$ cat src/rtl/gcms_pkg.sv
// ----------------------------------------------------------------------------
// gcms_pkg
// Shared types and constants for the convex minorant slope block.
// ----------------------------------------------------------------------------
package gcms_pkg;

  // Diagram capacity and derived index widths
  localparam int MAX_POINTS = 64;
  localparam int IDX_W      = $clog2(MAX_POINTS);
  localparam int CNT_W      = $clog2(MAX_POINTS + 1);

  // Field widths
  localparam int W_W       = 40;              // cumulative weight, Q24.16
  localparam int S_W       = 48;              // cumulative sum, signed Q32.16
  localparam int SL_W      = 48;              // internal slope, signed Q32.16
  localparam int OUT_W     = 17;              // clipped slope, Q1.16
  localparam int FRAC_BITS = 16;
  localparam int NUM_W     = S_W + FRAC_BITS; // divider numerator width
  localparam int DIV_CNT_W = $clog2(NUM_W);

  // Slope limits
  localparam logic signed [SL_W-1:0] SLOPE_MAX = {1'b0, {(SL_W-1){1'b1}}};
  localparam logic signed [SL_W-1:0] SLOPE_MIN = {1'b1, {(SL_W-1){1'b0}}};
  localparam logic [OUT_W-1:0]       SLOPE_ONE = OUT_W'(1) << FRAC_BITS;

  // One point of the cumulative sum diagram
  typedef struct packed {
    logic [W_W-1:0]        cum_weight;
    logic signed [S_W-1:0] cum_sum;
    logic                  last_point;
  } point_t;

  // One emitted slope
  typedef struct packed {
    logic [OUT_W-1:0] slope;
    logic             zero_weight;
    logic             last_slope;
  } slope_t;

  // Sequencer states
  typedef enum logic [3:0] {
    ST_LOAD,      // taking points
    ST_I_RD,      // read point i
    ST_I_LAT,     // latch point i
    ST_CH_RD,     // read chord start point a
    ST_CH_SUB,    // form sum and weight differences
    ST_CH_SETUP,  // zero weight check, start divider
    ST_CH_DIV,    // wait on divider, saturate
    ST_PUT,       // store first slope of point i
    ST_WH_TEST,   // test for a point to the left
    ST_WH_CMP,    // compare left slope against current
    ST_FILL,      // copy pooled slope over j..i
    ST_EM_RD,     // read slope for emission
    ST_EM_LAT,    // clip into output register
    ST_EM_WAIT    // wait for receiver
  } state_t;

endpackage

$ cat src/rtl/gcms_div.sv
// ----------------------------------------------------------------------------
// gcms_div
// Restoring unsigned divider, one quotient bit per cycle.
// ----------------------------------------------------------------------------
module gcms_div import gcms_pkg::*; (
  input  logic             clk,
  input  logic             rst,
  input  logic             start,
  input  logic [NUM_W-1:0] num,
  input  logic [W_W-1:0]   den,
  output logic             done,
  output logic [NUM_W-1:0] quo
);

  logic                 run;
  logic [DIV_CNT_W-1:0] cnt;
  logic [W_W-1:0]       rem;
  logic [W_W-1:0]       rem_next;
  logic [NUM_W-1:0]     acc;
  logic [W_W:0]         trial;
  logic                 fits;

  // Trial subtract of the shifted partial remainder
  always_comb begin
    trial = {rem, acc[NUM_W-1]};
    fits  = (trial >= {1'b0, den});
    if (fits) begin
      rem_next = W_W'(trial - {1'b0, den});
    end else begin
      rem_next = trial[W_W-1:0];
    end
  end

  // Control
  always_ff @(posedge clk) begin
    if (rst) begin
      run  <= 1'b0;
      done <= 1'b0;
      cnt  <= '0;
    end else begin
      done <= 1'b0;
      if (start) begin
        run <= 1'b1;
        cnt <= '0;
      end else if (run) begin
        cnt <= cnt + DIV_CNT_W'(1);
        if (cnt == DIV_CNT_W'(NUM_W - 1)) begin
          run  <= 1'b0;
          done <= 1'b1;
        end
      end
    end
  end

  // Datapath: quotient bits shift in behind the numerator
  always_ff @(posedge clk) begin
    if (start) begin
      acc <= num;
      rem <= '0;
    end else if (run) begin
      acc <= {acc[NUM_W-2:0], fits};
      rem <= rem_next;
    end
  end

  assign quo = acc;

endmodule

$ cat config.mk
export PLATFORM = sky130hd
export DESIGN_NAME = gcms_div
export DESIGN_NICKNAME = d
export VERILOG_FILES = /design/src/rtl/gcms_pkg.sv /design/src/rtl/gcms_div.sv
export SDC_FILE = /design/constraint.sdc
export NUM_CORES = 1
export LEC_CHECK = 0
export BUFFER_PORTS_ARGS = -buffer_cell sky130_fd_sc_hd__buf_4
export CORE_MARGIN = 3
export CORE_UTILIZATION = 45
export DETAILED_ROUTE_END_ITERATION = 12
export PLACE_DENSITY = 0.79
export SYNTH_ARGS = -nofsm -noshare
export SYNTH_HDL_FRONTEND = slang
export SYNTH_SLANG_ARGS = --single-unit
$ cat constraint.sdc
create_clock -name clk -period 3.9 [get_ports clk]
set_input_delay 0.195 -clock clk [delete_from_list [all_inputs] [get_ports clk]]
set_output_delay 0.195 -clock clk [all_outputs]
set_load 0.01 [all_outputs]
-- Yosys cells after proc, flatten, opt, wreduce, memory -nomap -nowiden
Cells that the tools add are included.
- flip-flop bits (word level): 112
- bits in latches: 0
- bits in writable memories: 0
- ROM bits: 0
- output and inout bits: 65
- word-level logic and storage cells: 20
- memories kept: 0
- add/subtract/negate cells: 2
- $mul: 0
- div/mod/pow operators: 0
- magnitude comparators: 1
- equal/unequal tests: 1
- shift-type cells: 0
- mux-type cells: 7
- bitwise logic cells: 1
- reduce and logical (&&, ||, !) cells: 3
- operators with widths (kind ; number):
    64-bit 2-to-1 mux ; 2
    41-bit by 40-bit >= comparator with 1-bit output ; 1
    40-bit 2-to-1 mux ; 1
    40-bit subtractor ; 1
    6-bit by 1-bit adder with 6-bit output (second input constant) ; 1
    6-bit equality test (second input constant) ; 1
    1-bit 2-to-1 mux ; 4
    3-bit OR reduction ; 1
    2-bit nonzero test ; 1
    2-bit OR reduction ; 1
    1-bit inverter ; 1

-- Logic depth before layout (Yosys ltp)
- word-level depth: 4
- depth in mapped cells: 14

-- Worst setup path after synthesis
No wires, ideal clock.
- path kind: register to register
- from: register acc[63], in the netlist quo[63]
- to: register rem[36]
- setup time: 0.086 ns
- arrival: 2.976 ns
- required time: 3.814 ns
- slack: 0.839 ns
- stages on the path, launching flop included: 14
- path buffers: 0
- period minus slack after synthesis: 3.061 ns
- path through: edfxtp_1 -> inv_1 -> ha_1 -> inv_1 -> fa_1 -> a21o_1 -> a221o_1 -> a2111oi_2 -> o31ai_1 -> and4_1 -> nor3_1 -> xnor2_1 -> mux2i_1 -> a211oi_1
- longest elaborated chain between the ends: 2
- ends and longest elaborated chain (what ; line ; RTL):
    from (decl) ; gcms_div.sv:19 ; logic [NUM_W-1:0] acc;
    from (signal assigned) ; gcms_div.sv:58 ; acc <= num;
    from (signal assigned) ; gcms_div.sv:61 ; acc <= {acc[NUM_W-2:0], fits};
    40-bit subtractor or 41-bit by 40-bit >= comparator with 1-bit output (tied branches) ; gcms_div.sv:28, gcms_div.sv:26 ;
    40-bit 2-to-1 mux * ; gcms_div.sv:27 ; if (fits) begin
    to (signal assigned) ; gcms_div.sv:62 ; rem <= rem_next;
    to (decl) ; gcms_div.sv:17 ; logic [W_W-1:0] rem;
Every way passes the cells marked *; elsewhere a longest branch is shown, timed or not.
A chain may end at the register's enable or synchronous reset.

-- Final worst setup path
- from: register acc[63], in the netlist quo[63]
- to: register rem[24]
Same word-level chain as after synthesis.

==> metrics list <==
- The run finished with clean final reports.
- In this run the register-to-register setup slack is 0.53 ns.
* Initial antenna violation count: 0
- Most common cell after layout, fill and taps aside: sky130_fd_sc_hd__buf_4
- The first global-routing pass estimated 29.75 mm of wire.
* Highest attainable clock frequency: 0.2965 GHz
- Once detailed placement completed, the half-perimeter wirelength came to 14.11 mm.
* DR vias: 6165
* Via count of the first global-routing pass: 5949
* Number of enable flip-flop cells after synthesis: 64
* H-tree Lvls: 3
- Number of placed instances with taps included: 1092
- Number of warning messages in the yosys log: 0
- In this design, the stage delay of the slowest critical-path cell is 0.43 ns.
- The die covers 17930 µm².
- Along the worst path, the maximum fanout reaches 6.
* Core region area: 15940 µm²
* Asr flop ratio synth: 0%
- Largest cells by area after synthesis: sky130_fd_sc_hd__edfxtp_1, sky130_fd_sc_hd__dfxtp_1, sky130_fd_sc_hd__mux2_2
- Standard-cell rows: 46
* Critical Path Sink Type: flop
* Hold/Removal Path Class: input port to flop
* Most repeated library cell on the critical path: sky130_fd_sc_hd__inv_1
- Number of sinks on the clock net: 112
- The most critical setup path has its endpoint at rem[24]$_SDFFE_PP0P_.
* Total inserted antenna cells: 0
- Synthesis-stage register bit count: 112
- Total routing usage reported by global routing: 20.43%
- The count of final max-slew check failures came to 0.
- Summing every instance area after synthesis gives 7363 µm².
- In the synthesized netlist the dominant register cell turns out to be sky130_fd_sc_hd__edfxtp_1.
- Endpoints failing hold: 0
- Post-CTS timing repair inserted 0 buffers for setup.
- For this design the static power due to leakage is 0.003956 µW.
- RePlAce Congestion: 0.8701
- Number of different library cells in the post-synthesis netlist: 76
* Worst-case clock skew: 0.01162 ns
- Once the floorplan was initialized, standard cells occupied 46.19% of the core.
* End of the worst register-to-register path: rem[24]$_SDFFE_PP0P_
* Sum of negative setup slack: 0 ns
* Count of endpoints failing setup in the final report: 0
- Die boundary width: 133.9 µm
- After layout, the worst path uses 86.49% of the clock period.
* Crit path time final: 3.373 ns
* Library cell with the largest summed area after synthesis: sky130_fd_sc_hd__edfxtp_1
- Tightest slew margin relative to the limit: 40.90%
- STA puts the critical path data arrival time at 3.65 ns.
- Syn-to-layout area delta: 22.72%
- The worst register-to-register path begins at quo[63]$_DFFE_PP_.
* Transition time of the tightest slew-check pin: 0.8833 ns
- Measured along the y axis, the die boundary spans 133.9 µm.
- Max-Cap Viols: 0
- The finished cells cover 9036 µm².
* Count of cells along the worst register-to-register path: 13
- Worst-case vdd ir drop: 0.2201 mV
- Buffers inserted to repair hold after CTS numbered 1.
* Grt total ovfl: 0
* Fraction of layout instances using a drive strength above 1: 30.91%
* Cell area after placement: 8728 µm²
* Type of element launching the critical path: flop
- Setup repair after global routing missed its margin: no
- In this run the mean area of a mapped cell was 9.937 µm².
- Once detail routing completed, the nets flagged for antenna violations numbered 0.
- Clk Latency, worst-skew pair: 0.36 ns
- After layout, the design draws a total of 3381 µW.
- The synthesized design devotes to its leading area cell type 26.10% of total area.
* Resized Gates After CTS: 0
* Number of buffers on the longest clock path: 2
- PwrDens: 374.2 nW/µm²
- In the routed design, unresolved DRC markers number 0.
- Critical path origin: quo[63]$_DFFE_PP_
* TritonCTS Buffers: 9
* Final core utilization: 56.68%
- Final layout net count: 1037
- The final layout contains routed wiring with a total length of 18.88 mm.
- Counting every net in the synthesized netlist gives 890.
- CP max-delay cell: sky130_fd_sc_hd__a2111oi_2
- Dividing the detail-routed wire length by the instance count gives 17.02 µm.
* Cells traversed along the worst timing path: inv_1 -> ha_1 -> inv_1 -> fa_1 -> a21o_1 -> a221o_1 -> a2111oi_2 -> o31ai_1 -> a31oi_2 -> o221ai_1 -> xor2_1 -> mux2i_1 -> a211oi_1
* Root Buffer: sky130_fd_sc_hd__clkbuf_16
- DR vias/cell: 5.559
- Io pins: 172
- Excluding fillers, the count of instances in the completed layout stands at 1109.
* Clock transition time at the flip-flop clock pins of the worst setup and hold paths: 0.08 ns
- TritonCTS clock tree: done
- The detailed router finished its first iteration with 517 violations.
- Input and output buffers added on the ports amount to 171.
- WS Path Type: flop to flop
* Required time at the endpoint of the critical path: 4.18 ns
- First-pass DRT Iterations: 5
* Pin count of the biggest net entering global routing: 76
* Commonest cells after routing, fill and taps aside: sky130_fd_sc_hd__buf_4, sky130_fd_sc_hd__mux2_2, sky130_fd_sc_hd__edfxtp_1, sky130_fd_sc_hd__nor2_1, sky130_fd_sc_hd__inv_1
- Number of instances in the synthesized netlist: 741
- Of the synthesized area, sequential elements account for 39.15%.
stage by stage:
| step | hold slack [ns] | worst slack (ns) |
|---|---|---|
| 6_report | 0.1287 | 0.5271 |
| 5_1_grt | 0.1168 | 0.1700 |
| 4_1_cts | 0.1156 | 0.5169 |
| 3_5_place_dp | 0.3592 | 0.5306 |
| 3_3_place_gp | 0.3525 | 0.6829 |
| 2_1_floorplan | 0.2641 | 0.8387 |
area by class of cell:
class	instances	area (µm²)
clock buffers	9	225.2
clock inverters	7	72.57
fillers	1450	6907
inverters	53	198.9
multi-input cells	536	4061
flip-flops and latches	112	2884
well taps	216	270.3
repair buffers	176	1324
worst min-delay path by stage:
stage | from | endpoint | depth (start not counted)
2_1_floorplan | rst | run$_SDFF_PP0_ | 1
3_3_place_gp | rst | run$_SDFF_PP0_ | 2
3_5_place_dp | rst | run$_SDFF_PP0_ | 2
4_1_cts | num[30] | quo[30]$_DFFE_PP_ | 2
5_1_grt | num[20] | quo[20]$_DFFE_PP_ | 2
6_report | num[19] | quo[19]$_DFFE_PP_ | 2
kinds of logic (layout without fill, tap and decap cells):
logic type / Yosys count / count (layout) / synth area share [%]
AO/OA/AOI/OAI: 192 / 192 / 18.47
buffers and inverters: 93 / 245 / 5.692
adder cells (fa/ha/maj): 42 / 42 / 7.239
flip-flops: 112 / 112 / 39.15
XOR/XNOR: 35 / 35 / 4.163
AND/OR/NAND/NOR: 173 / 173 / 11.40
multiplexers: 94 / 94 / 13.88
layer usage:
metal | track usage, % | up-vias | share of wire, %
met3 | 4.164 | 23 | 4.3
met1 | 27.67 | 2925 | 45
li1 | - | 3043 | -
met4 | 4.686 | 0 | 1.4
met5 | 0 | - | 0
met2 | 33.89 | 174 | 49
where the power goes:
group          total, µW  switching (µW)  leakage (µW)  internal, µW
logic                987             515       0.00277           472
registers           1450            72.1       0.00104          1380
clock network        945             490      0.000143           455
total               3380            1080       0.00396          2300
synth_stat cells (7+ instances only):
cell type                  number
sky130_fd_sc_hd__clkbuf_1      28
sky130_fd_sc_hd__o21bai_1       7
sky130_fd_sc_hd__nand2_1       42
sky130_fd_sc_hd__a21o_1        23
sky130_fd_sc_hd__nand3_1        9
sky130_fd_sc_hd__o21ai_0       17
sky130_fd_sc_hd__xor2_1        17
sky130_fd_sc_hd__inv_1         53
sky130_fd_sc_hd__ha_1          41
sky130_fd_sc_hd__o21ai_1       13
sky130_fd_sc_hd__nor3_1        11
sky130_fd_sc_hd__edfxtp_1      64
sky130_fd_sc_hd__nand4_1       11
sky130_fd_sc_hd__and3_1        11
sky130_fd_sc_hd__dfxtp_1       48
sky130_fd_sc_hd__mux2_2        64
sky130_fd_sc_hd__nor2_1        56
sky130_fd_sc_hd__mux2i_1       29
sky130_fd_sc_hd__a211oi_1      27
sky130_fd_sc_hd__a21oi_1       40
sky130_fd_sc_hd__o21a_1         7
sky130_fd_sc_hd__xnor2_1       18
critical path, delay by kind of cell (launching register included):
family | cells | cell delay (ns)
buf+inv | 2 | 0.13
fa+ha+maj | 2 | 0.56
xor+xnor | 1 | 0.15
compound gates | 7 | 1.95
mux | 1 | 0.09
flops | 1 | 0.42
registers in the layout (all words and copies together), names as in the netlist:
register,count
cnt,6
done,1
quo,64
rem,40
run,1
No activity file was read; power rests on OpenSTA's default activity.
